### config.mk
export PLATFORM = sky130hd
export DESIGN_NAME = indexed_ordered_list_engine_unit
export DESIGN_NICKNAME = d
export VERILOG_FILES = /design/src/rtl/core/iole_pkg.sv /design/src/rtl/core/iole_node_mem.sv /design/src/rtl/core/iole_free_mem.sv /design/src/rtl/core/iole_ctrl.sv /design/src/rtl/core/indexed_ordered_list_engine_unit.sv
export SDC_FILE = /design/constraint.sdc
export NUM_CORES = 2
export LEC_CHECK = 0
export BUFFER_PORTS_ARGS = -buffer_cell sky130_fd_sc_hd__buf_2
export CORE_MARGIN = 2
export CORE_UTILIZATION = 50
export DETAILED_ROUTE_END_ITERATION = 16
export PLACE_DENSITY = 0.64
export SYNTH_ARGS = -nofsm -noshare
export SYNTH_HDL_FRONTEND = slang
export SYNTH_HIERARCHICAL = 1
export SYNTH_SLANG_ARGS = --single-unit
### constraint.sdc
create_clock -name clk -period 11.2 [get_ports clk]
set_clock_uncertainty 0.1 [all_clocks]
set_input_delay 1.68 -clock clk [delete_from_list [all_inputs] [get_ports clk]]
set_output_delay 1.68 -clock clk [all_outputs]
set_load 0.02 [all_outputs]
### src/rtl/core/iole_pkg.sv
// Shared codes, types and default sizes for the indexed ordered list engine.
package iole_pkg;

	localparam int CAPACITY_DEF   = 64;
	localparam int DATA_WIDTH_DEF = 32;

	localparam logic [1:0] REQ_INSERT  = 2'd0;
	localparam logic [1:0] REQ_DELETE  = 2'd1;
	localparam logic [1:0] REQ_REVERSE = 2'd2;
	localparam logic [1:0] REQ_QUERY   = 2'd3;

	localparam logic [1:0] ST_OK    = 2'd0;
	localparam logic [1:0] ST_RANGE = 2'd1;
	localparam logic [1:0] ST_FULL  = 2'd2;

	typedef struct packed {
		logic val;
		logic nxt;
		logic prv;
	} node_we_t;

endpackage

### src/rtl/core/iole_node_mem.sv
// Node memory holding the value and both links of every list slot.
module iole_node_mem import iole_pkg::*; #(
	parameter int CAPACITY   = CAPACITY_DEF,
	parameter int DATA_WIDTH = DATA_WIDTH_DEF,
	localparam int AW = $clog2(CAPACITY),
	localparam int SW = $clog2(CAPACITY) + 1
) (
	input  logic                  clk,
	input  logic                  rd_en,
	input  logic [AW-1:0]         rd_addr,
	output logic [DATA_WIDTH-1:0] rd_val,
	output logic [SW-1:0]         rd_next,
	output logic [SW-1:0]         rd_prev,
	input  node_we_t              we,
	input  logic [AW-1:0]         wr_addr,
	input  logic [DATA_WIDTH-1:0] wr_val,
	input  logic [SW-1:0]         wr_next,
	input  logic [SW-1:0]         wr_prev
);

	logic [DATA_WIDTH-1:0] val_mem  [CAPACITY];
	logic [SW-1:0]         next_mem [CAPACITY];
	logic [SW-1:0]         prev_mem [CAPACITY];

	always_ff @(posedge clk) begin
		if (we.val) begin
			val_mem[wr_addr] <= wr_val;
		end
		if (we.nxt) begin
			next_mem[wr_addr] <= wr_next;
		end
		if (we.prv) begin
			prev_mem[wr_addr] <= wr_prev;
		end
	end

	always_ff @(posedge clk) begin
		if (rd_en) begin
			rd_val  <= val_mem[rd_addr];
			rd_next <= next_mem[rd_addr];
			rd_prev <= prev_mem[rd_addr];
		end
	end

endmodule

### src/rtl/core/iole_free_mem.sv
// Stack memory of released node slots.
module iole_free_mem import iole_pkg::*; #(
	parameter int CAPACITY = CAPACITY_DEF,
	localparam int AW = $clog2(CAPACITY)
) (
	input  logic          clk,
	input  logic          rd_en,
	input  logic [AW-1:0] rd_addr,
	output logic [AW-1:0] rd_data,
	input  logic          wr_en,
	input  logic [AW-1:0] wr_addr,
	input  logic [AW-1:0] wr_data
);

	logic [AW-1:0] stack_mem [CAPACITY];

	always_ff @(posedge clk) begin
		if (wr_en) begin
			stack_mem[wr_addr] <= wr_data;
		end
		if (rd_en) begin
			rd_data <= stack_mem[rd_addr];
		end
	end

endmodule

### src/rtl/core/iole_ctrl.sv
// Request sequencer that walks and relinks the list through the memories.
module iole_ctrl import iole_pkg::*; #(
	parameter int CAPACITY   = CAPACITY_DEF,
	parameter int DATA_WIDTH = DATA_WIDTH_DEF,
	localparam int AW = $clog2(CAPACITY),
	localparam int SW = $clog2(CAPACITY) + 1
) (
	input  logic                  clk,
	input  logic                  arst_n,
	input  logic                  in_valid,
	output logic                  in_stall,
	input  logic [1:0]            req_type,
	input  logic [6:0]            position,
	input  logic signed [31:0]    new_value,
	output logic                  out_valid,
	input  logic                  out_stall,
	output logic [1:0]            status,
	output logic signed [31:0]    removed_value,
	output logic [6:0]            item_count,
	output logic signed [31:0]    item_sum,
	output logic                  node_rd_en,
	output logic [AW-1:0]         node_rd_addr,
	input  logic [DATA_WIDTH-1:0] node_rd_val,
	input  logic [SW-1:0]         node_rd_next,
	input  logic [SW-1:0]         node_rd_prev,
	output node_we_t              node_we,
	output logic [AW-1:0]         node_wr_addr,
	output logic [DATA_WIDTH-1:0] node_wr_val,
	output logic [SW-1:0]         node_wr_next,
	output logic [SW-1:0]         node_wr_prev,
	output logic                  free_rd_en,
	output logic [AW-1:0]         free_rd_addr,
	input  logic [AW-1:0]         free_rd_data,
	output logic                  free_wr_en,
	output logic [AW-1:0]         free_wr_addr,
	output logic [AW-1:0]         free_wr_data
);

	localparam int LW = $clog2(CAPACITY + 1);
	localparam int CW = (LW > 7) ? LW : 7;
	localparam int VW = (DATA_WIDTH > 32) ? DATA_WIDTH : 32;
	localparam logic [SW-1:0] NIL = SW'(CAPACITY);
	localparam logic [CW-1:0] CAP_C = CW'(CAPACITY);

	localparam logic [2:0] S_IDLE  = 3'd0;
	localparam logic [2:0] S_ALLOC = 3'd1;
	localparam logic [2:0] S_RD    = 3'd2;
	localparam logic [2:0] S_CHK   = 3'd3;
	localparam logic [2:0] S_WNODE = 3'd4;
	localparam logic [2:0] S_WP    = 3'd5;
	localparam logic [2:0] S_WN    = 3'd6;
	localparam logic [2:0] S_DONE  = 3'd7;

	logic [2:0]            state_q;
	logic [1:0]            op_q;
	logic [1:0]            st_q;
	logic [CW-1:0]         cnt_q;
	logic [SW-1:0]         cur_q;
	logic [SW-1:0]         slot_q;
	logic [SW-1:0]         p_q;
	logic [SW-1:0]         n_q;
	logic [DATA_WIDTH-1:0] val_q;
	logic [DATA_WIDTH-1:0] rem_q;
	logic [SW-1:0]         head_q;
	logic [SW-1:0]         tail_q;
	logic [LW-1:0]         free_top_q;
	logic [LW-1:0]         fresh_q;
	logic [LW-1:0]         len_q;
	logic [DATA_WIDTH-1:0] total_q;
	logic                  out_valid_q;
	logic [1:0]            status_q;
	logic [31:0]           removed_q;
	logic [6:0]            count_q;
	logic [31:0]           sum_q;

	logic                  accept;
	logic [CW-1:0]         pos_c;
	logic [CW-1:0]         len_c;
	logic [VW-1:0]         in_ext;
	logic [VW-1:0]         rem_ext;
	logic [VW-1:0]         sum_ext;
	logic [CW-1:0]         len_out;
	logic [LW-1:0]         len_next;

	assign accept   = in_valid && !in_stall;
	assign in_stall = (state_q != S_IDLE);
	assign pos_c    = CW'(position);
	assign len_c    = CW'(len_q);
	assign in_ext   = VW'(new_value);
	assign rem_ext  = VW'(rem_q);
	assign sum_ext  = VW'(total_q);
	assign len_out  = CW'(len_q);
	assign len_next = len_q;

	assign out_valid     = out_valid_q;
	assign status        = status_q;
	assign removed_value = removed_q;
	assign item_count    = count_q;
	assign item_sum      = sum_q;

	always_comb begin
		node_rd_en   = (state_q == S_RD);
		node_rd_addr = cur_q[AW-1:0];
		node_we      = '0;
		node_wr_addr = slot_q[AW-1:0];
		node_wr_val  = val_q;
		node_wr_next = n_q;
		node_wr_prev = p_q;
		free_rd_en   = accept;
		free_rd_addr = AW'(free_top_q - 1'b1);
		free_wr_en   = 1'b0;
		free_wr_addr = free_top_q[AW-1:0];
		free_wr_data = slot_q[AW-1:0];
		case (state_q)
			S_CHK: begin
				if (op_q == REQ_REVERSE) begin
					node_we.nxt  = 1'b1;
					node_we.prv  = 1'b1;
					node_wr_addr = cur_q[AW-1:0];
					node_wr_next = node_rd_prev;
					node_wr_prev = node_rd_next;
				end
			end
			S_WNODE: begin
				node_we = '{val: 1'b1, nxt: 1'b1, prv: 1'b1};
			end
			S_WP: begin
				node_we.nxt  = (p_q != NIL);
				node_wr_addr = p_q[AW-1:0];
				node_wr_next = (op_q == REQ_INSERT) ? slot_q : n_q;
			end
			S_WN: begin
				node_we.prv  = (n_q != NIL);
				node_wr_addr = n_q[AW-1:0];
				node_wr_prev = (op_q == REQ_INSERT) ? slot_q : p_q;
				free_wr_en   = (op_q == REQ_DELETE) && (CW'(free_top_q) < CAP_C);
			end
			default: begin
			end
		endcase
	end

	always_ff @(posedge clk or negedge arst_n) begin
		if (!arst_n) begin
			state_q     <= S_IDLE;
			head_q      <= NIL;
			tail_q      <= NIL;
			free_top_q  <= '0;
			fresh_q     <= '0;
			len_q       <= '0;
			total_q     <= '0;
			out_valid_q <= 1'b0;
		end else begin
			if (out_valid_q && !out_stall && state_q != S_DONE) begin
				out_valid_q <= 1'b0;
			end
			case (state_q)
				S_IDLE: begin
					if (accept) begin
						st_q  <= ST_OK;
						rem_q <= '0;
						cur_q <= head_q;
						case (req_type)
							REQ_INSERT: begin
								cnt_q <= pos_c;
								if (pos_c > len_c) begin
									st_q    <= ST_RANGE;
									state_q <= S_DONE;
								end else if (len_c >= CAP_C) begin
									st_q    <= ST_FULL;
									state_q <= S_DONE;
								end else begin
									state_q <= S_ALLOC;
								end
							end
							REQ_DELETE: begin
								cnt_q <= pos_c;
								if (pos_c == '0 || pos_c > len_c) begin
									st_q    <= ST_RANGE;
									state_q <= S_DONE;
								end else begin
									state_q <= S_RD;
								end
							end
							REQ_REVERSE: begin
								cnt_q   <= len_c;
								state_q <= (len_q == '0) ? S_DONE : S_RD;
							end
							default: begin
								state_q <= S_DONE;
							end
						endcase
						op_q  <= req_type;
						val_q <= in_ext[DATA_WIDTH-1:0];
					end
				end
				S_ALLOC: begin
					if (free_top_q != '0) begin
						slot_q     <= SW'(free_rd_data);
						free_top_q <= free_top_q - 1'b1;
					end else begin
						slot_q  <= SW'(fresh_q);
						fresh_q <= fresh_q + 1'b1;
					end
					if (cnt_q == '0) begin
						p_q     <= NIL;
						n_q     <= head_q;
						state_q <= S_WNODE;
					end else begin
						state_q <= S_RD;
					end
				end
				S_RD: begin
					state_q <= S_CHK;
				end
				S_CHK: begin
					cur_q <= node_rd_next;
					cnt_q <= cnt_q - 1'b1;
					if (op_q == REQ_REVERSE) begin
						if (cnt_q == CW'(1)) begin
							head_q  <= tail_q;
							tail_q  <= head_q;
							state_q <= S_DONE;
						end else begin
							state_q <= S_RD;
						end
					end else if (cnt_q == CW'(1)) begin
						if (op_q == REQ_INSERT) begin
							p_q     <= cur_q;
							n_q     <= node_rd_next;
							state_q <= S_WNODE;
						end else begin
							slot_q  <= cur_q;
							p_q     <= node_rd_prev;
							n_q     <= node_rd_next;
							rem_q   <= node_rd_val;
							state_q <= S_WP;
						end
					end else begin
						state_q <= S_RD;
					end
				end
				S_WNODE: begin
					state_q <= S_WP;
				end
				S_WP: begin
					if (p_q == NIL) begin
						head_q <= (op_q == REQ_INSERT) ? slot_q : n_q;
					end
					state_q <= S_WN;
				end
				S_WN: begin
					if (n_q == NIL) begin
						tail_q <= (op_q == REQ_INSERT) ? slot_q : p_q;
					end
					if (op_q == REQ_INSERT) begin
						len_q   <= len_next + 1'b1;
						total_q <= total_q + val_q;
					end else begin
						len_q   <= len_next - 1'b1;
						total_q <= total_q - rem_q;
						if (CW'(free_top_q) < CAP_C) begin
							free_top_q <= free_top_q + 1'b1;
						end
					end
					state_q <= S_DONE;
				end
				S_DONE: begin
					if (!out_valid_q || !out_stall) begin
						out_valid_q <= 1'b1;
						status_q    <= st_q;
						removed_q   <= rem_ext[31:0];
						count_q     <= len_out[6:0];
						sum_q       <= sum_ext[31:0];
						state_q     <= S_IDLE;
					end
				end
				default: begin
					state_q <= S_IDLE;
				end
			endcase
		end
	end

endmodule

### src/rtl/core/indexed_ordered_list_engine_unit.sv
// Top level of the indexed ordered list engine.
// The block keeps an ordered list of signed values in a node memory with a
// free slot stack. Each input item is a request: insert a value before a
// position, delete the element at a position, reverse the list, or query.
// Each request gives exactly one result item with a status, the removed
// value, the element count and the wrapping sum of all elements.
// Both channels use valid and stall; an item moves when valid is high and
// stall is low. The input side stalls while a request is in progress.
// A query goes straight to its result. An insert or a delete walks the links
// from the head to its position, reading one node at a time through the
// single read port of the node memory; a reverse walks the whole list and
// swaps the two links of each node that it reads.
// A result waits in the output register while the receiver stalls; the
// sequencer holds its finished request until that register is free.
// Reset empties the list at once; no memory clearing pass is needed.
module indexed_ordered_list_engine_unit import iole_pkg::*; #(
	parameter int CAPACITY   = CAPACITY_DEF,
	parameter int DATA_WIDTH = DATA_WIDTH_DEF
) (
	input  logic               clk,
	input  logic               arst_n,
	input  logic               in_valid,
	output logic               in_stall,
	input  logic [1:0]         req_type,
	input  logic [6:0]         position,
	input  logic signed [31:0] new_value,
	output logic               out_valid,
	input  logic               out_stall,
	output logic [1:0]         status,
	output logic signed [31:0] removed_value,
	output logic [6:0]         item_count,
	output logic signed [31:0] item_sum
);

	localparam int AW = $clog2(CAPACITY);
	localparam int SW = $clog2(CAPACITY) + 1;

	logic                  node_rd_en;
	logic [AW-1:0]         node_rd_addr;
	logic [DATA_WIDTH-1:0] node_rd_val;
	logic [SW-1:0]         node_rd_next;
	logic [SW-1:0]         node_rd_prev;
	node_we_t              node_we;
	logic [AW-1:0]         node_wr_addr;
	logic [DATA_WIDTH-1:0] node_wr_val;
	logic [SW-1:0]         node_wr_next;
	logic [SW-1:0]         node_wr_prev;
	logic                  free_rd_en;
	logic [AW-1:0]         free_rd_addr;
	logic [AW-1:0]         free_rd_data;
	logic                  free_wr_en;
	logic [AW-1:0]         free_wr_addr;
	logic [AW-1:0]         free_wr_data;

	iole_node_mem #(.CAPACITY(CAPACITY), .DATA_WIDTH(DATA_WIDTH)) u_node_mem (
		.clk     (clk),
		.rd_en   (node_rd_en),
		.rd_addr (node_rd_addr),
		.rd_val  (node_rd_val),
		.rd_next (node_rd_next),
		.rd_prev (node_rd_prev),
		.we      (node_we),
		.wr_addr (node_wr_addr),
		.wr_val  (node_wr_val),
		.wr_next (node_wr_next),
		.wr_prev (node_wr_prev)
	);

	iole_free_mem #(.CAPACITY(CAPACITY)) u_free_mem (
		.clk     (clk),
		.rd_en   (free_rd_en),
		.rd_addr (free_rd_addr),
		.rd_data (free_rd_data),
		.wr_en   (free_wr_en),
		.wr_addr (free_wr_addr),
		.wr_data (free_wr_data)
	);

	iole_ctrl #(.CAPACITY(CAPACITY), .DATA_WIDTH(DATA_WIDTH)) u_ctrl (
		.clk           (clk),
		.arst_n        (arst_n),
		.in_valid      (in_valid),
		.in_stall      (in_stall),
		.req_type      (req_type),
		.position      (position),
		.new_value     (new_value),
		.out_valid     (out_valid),
		.out_stall     (out_stall),
		.status        (status),
		.removed_value (removed_value),
		.item_count    (item_count),
		.item_sum      (item_sum),
		.node_rd_en    (node_rd_en),
		.node_rd_addr  (node_rd_addr),
		.node_rd_val   (node_rd_val),
		.node_rd_next  (node_rd_next),
		.node_rd_prev  (node_rd_prev),
		.node_we       (node_we),
		.node_wr_addr  (node_wr_addr),
		.node_wr_val   (node_wr_val),
		.node_wr_next  (node_wr_next),
		.node_wr_prev  (node_wr_prev),
		.free_rd_en    (free_rd_en),
		.free_rd_addr  (free_rd_addr),
		.free_rd_data  (free_rd_data),
		.free_wr_en    (free_wr_en),
		.free_wr_addr  (free_wr_addr),
		.free_wr_data  (free_wr_data)
	);

endmodule

==> impl_metrics.csv <==
group,metric,value,unit
worst_setup_path,slowest_delay,1.11,ns
yosys,synth_cell_types,87,
yosys,netlist_area,142100,sq um
worst_setup_path,end_kind,"flop",
yosys,seq_area_frac_synth,76.39,%
min_path,hold_class,"flop to flop",
worst_setup_path,worstSetupPathType,"flop to flop",
routing,num_vias,74560,
yosys,ys_top_cells_by_area,"edfxtp_1 75%, mux4_2 12%, dfrtp_1 1.2%",
worst_setup_path,cp_top_family,"buffers and inverters",
worst_setup_path,worstPathCellList,"buf_4, buf_4, buf_4, buf_4, mux4_2, o22ai_1, nor4_1, o22a_1",
routing,wl_per_cell,35.37,microns
clocking,ctsHoldBuffers,0,
routing,dr.max_layer_used,"met5",
timing,fin_crit,5.743,ns
yosys,yosys.area.top_type,"edfxtp_1",
routing,drtAntennaViolNets,0,
clocking,post_cts_resized,0,
yosys,synthCells,6997,
yosys,ys_async_sr_fraction,1.958,%
timing,fmax,174.1,MHz
yosys,ys_warn_count,6,
die,die-area,288500,sq um
pwr,ir_worst_vdd,0.0002275,V
worst_setup_path,path_common_cell,"buf_4",
global_routing,grt_pass1_wl,559.4,mm
worst_setup_path,crit_arrival,6.32,ns
clocking,cts_made_buffers,372,
routing,wl_met3,43.62,mm
pwr,power.share.switching,29.30,%
global_routing,grt_usage,27.70,%
routing,drt_pre_antenna_iters,5,
pwr,p_leak,50.30,nW
global_routing,gr-total-overflow,0,
worst_setup_path,cp.required,11.78,ns
pwr,pwr-share-clk,34.3,%
pwr,switching_power,10.57,mW
timing,setup-violations-final,0,
clocking,clk-insertion-delay-late,0.96,ns
finish,fill_cells,20870,
die,die_y,537.1,microns
pwr,combPwrFrac,20.6,%
timing,slew_violations,0,
die,die_x,537.1,microns
finish,area_growth,12.53,%
yosys,synthFlopType,"edfxtp_1",
worst_setup_path,crit_slowest_cell,"nor4_1",
finish,nets,7429,
timing,worst_slew_pin_slew,1.401,ns
die,rows,195,
clocking,clkTransAtPathRegs,0.06,ns
global_routing,grt_pass1_vias,72710,
place,gp_congestion,0.9201,
routing,first_iter_violations,10830,
die,core,282500,sq um
routing,met1_length,150.7,mm
place,port_buffers,119,
die,pin_count,120,
yosys,synth_top_area_share,75.14,%
clocking,clk_path_buf_depth,4,
finish,final_layout_size_suffix_gt1_share,24.55,%
clocking,clkSinkCount,3627,
finish,postLayoutCoreUtil,56.60,%
routing,route.detailed.drc,0,
clocking,cts_tree,"built",
global_routing,antenna_found_initial,40,
pwr,seqPwrFrac,45.1,%
yosys,synth-seq-cells,3627,
status,outcome,"finished clean",
clocking,cts_setup_buffers,0,
yosys,synth-edff-count,3556,
yosys,syn_nets,7104,
timing,maxSlewHeadroom,5.749,%
routing,routed-wl-met2,188.4,mm
pwr,internal_power,25.51,mW
run,drv_cap,0,
die,initial_core_util,50.30,%
global_routing,grt_max_degree,109,
worst_setup_path,path_buf_inv,4,
yosys,synth.avg_cell_area,20.31,sq um
timing,period_share,51.27,%
timing,finalHoldViolCount,0,
worst_setup_path,r2r_setup_slack,5.46,ns
routing,finalWirelength,402.5,mm
worst_setup_path,path_max_fanout,66,
clocking,htree_levels,5,
timing,tns,0,ns
pwr,power_density,225.6,nW/um^2
worst_setup_path,cp-start-kind,"flop",
routing,routed_via_density,6.552,
place,dpl.hpwl,246.4,mm
clocking,clockRootBuffer,"clkbuf_16",
timing,rsz0062_at_grt,"no",
==> power groups by stage <==
stage          sequential [mW]  clock (mW)  combinational (mW)
2_1_floorplan             16.3           0                4.64
3_3_place_gp              16.5           0                7.24
3_5_place_dp              16.5           0                7.35
4_1_cts                   16.2        12.5                7.37
5_1_grt                   16.3        13.1                7.75
6_report                  16.3        12.4                7.44
==> through the flow <==
stage	cells	hold WS [ns]	total power, mW	area [sq um]	worst slack (ns)
2_1_floorplan	6997	0.3003	20.97	142100	6.375
4_1_cts	11370	0.3304	36.13	159900	5.713
5_1_grt	11370	0.3400	37.08	159900	5.321
3_3_place_gp	10690	0.3034	23.73	147600	5.389
3_5_place_dp	10690	0.3150	23.86	147700	5.720
6_report	11380	0.3285	36.08	159900	5.457
==> placed cells by master, fill, tap and decap left out, types with 38 or more instances in the layout <==
cell | synthesis | layout
bufinv_16 | 0 | 43
and2_1 | 52 | 52
a21oi_1 | 172 | 172
o22ai_1 | 222 | 222
edfxtp_1 | 3556 | 3556
inv_1 | 46 | 43
xor2_1 | 39 | 38
clkinv_1 | 0 | 73
mux2i_1 | 120 | 120
xnor2_1 | 38 | 38
nand2_1 | 245 | 240
mux4_2 | 760 | 760
nor2_1 | 388 | 321
buf_2 | 99 | 120
clkbuf_16 | 0 | 374
dfrtp_1 | 69 | 69
nor4_1 | 49 | 43
clkinv_2 | 0 | 54
ha_1 | 60 | 60
o221ai_1 | 81 | 81
mux2_2 | 89 | 89
clkbuf_1 | 173 | 82
buf_4 | 90 | 225
nor2_4 | 0 | 65
o21ai_0 | 83 | 83
==> metal layers <==
layer	GRT usage (%)	vias up
li1	-	29720
met1	37.85	39410
met2	43.05	4599
met3	6.302	815
met4	12.20	10
met5	0	-
==> Yosys cell counts (17+ instances only) <==
| library cell | n |
|---|---|
| o21a_1 | 21 |
| nand3_1 | 34 |
| nor3_1 | 33 |
| nor2b_1 | 24 |
| nand2_1 | 245 |
| a221o_1 | 25 |
| xnor2_1 | 38 |
| mux4_2 | 760 |
| edfxtp_1 | 3556 |
| a211oi_1 | 35 |
| xor2_1 | 39 |
| a22oi_1 | 23 |
| nand4_1 | 17 |
| nor2_1 | 388 |
| a31oi_1 | 22 |
| ha_1 | 60 |
| a221oi_1 | 36 |
| and3_1 | 26 |
| mux2i_1 | 120 |
| nand2b_1 | 24 |
| o22ai_1 | 222 |
| buf_2 | 99 |
| o21ai_0 | 83 |
| dfrtp_1 | 69 |
| o221ai_1 | 81 |
| and2_1 | 52 |
| inv_1 | 46 |
| a21o_1 | 25 |
| nor4_1 | 49 |
| o22a_1 | 20 |
| mux2_2 | 89 |
| a21oi_1 | 172 |
| clkbuf_1 | 173 |
| buf_4 | 90 |
==> flip-flops by register name, indices dropped and copies added, names as in the netlist, 384 cells and up <==
register,cells
u_free_mem/stack_mem,384
u_node_mem/next_mem,448
u_node_mem/prev_mem,448
u_node_mem/val_mem,2048
==> path summary, 6_finish.rpt <==
| check | from | end | cells after the start |
|---|---|---|---|
| hold reg to reg | u_ctrl/st_q[0] | u_ctrl/status[0] | 0 |
| setup reg to reg | u_ctrl/cur_q[1] | u_node_mem/rd_val[13] | 8 |
| hold / removal | u_ctrl/st_q[0] | u_ctrl/status[0] | 0 |
| max in group asynchronous | arst_n | u_ctrl/sum_ext[7] | 2 |
| setup / recovery | u_ctrl/cur_q[1] | u_node_mem/rd_val[13] | 8 |
| min in group asynchronous | arst_n | u_ctrl/tail_q[3] | 1 |
==> kinds of logic after synthesis <==
family	Yosys count	share of synthesized area (%)
buf+inv	451	1.683
simple gates	975	3.211
xor+xnor	77	0.4746
compound gates	826	3.903
flops	3627	76.39
fa+ha+maj	62	0.5564
mux	979	13.78
==> layout make-up <==
type | count | area [sq um] | share of cell area, %
flip-flops and latches | 3627 | 108600 | 67.89
multi-input cells | 2919 | 31800 | 19.89
clock buffers | 457 | 9681 | 6.053
well taps | 3743 | 4683 | 2.928
clock inverters | 217 | 2496 | 1.561
repair buffers | 354 | 2470 | 1.544
inverters | 48 | 187.7 | 0.1174
diodes | 15 | 37.54 | 0.02347
(Power assumes the default switching activity.)
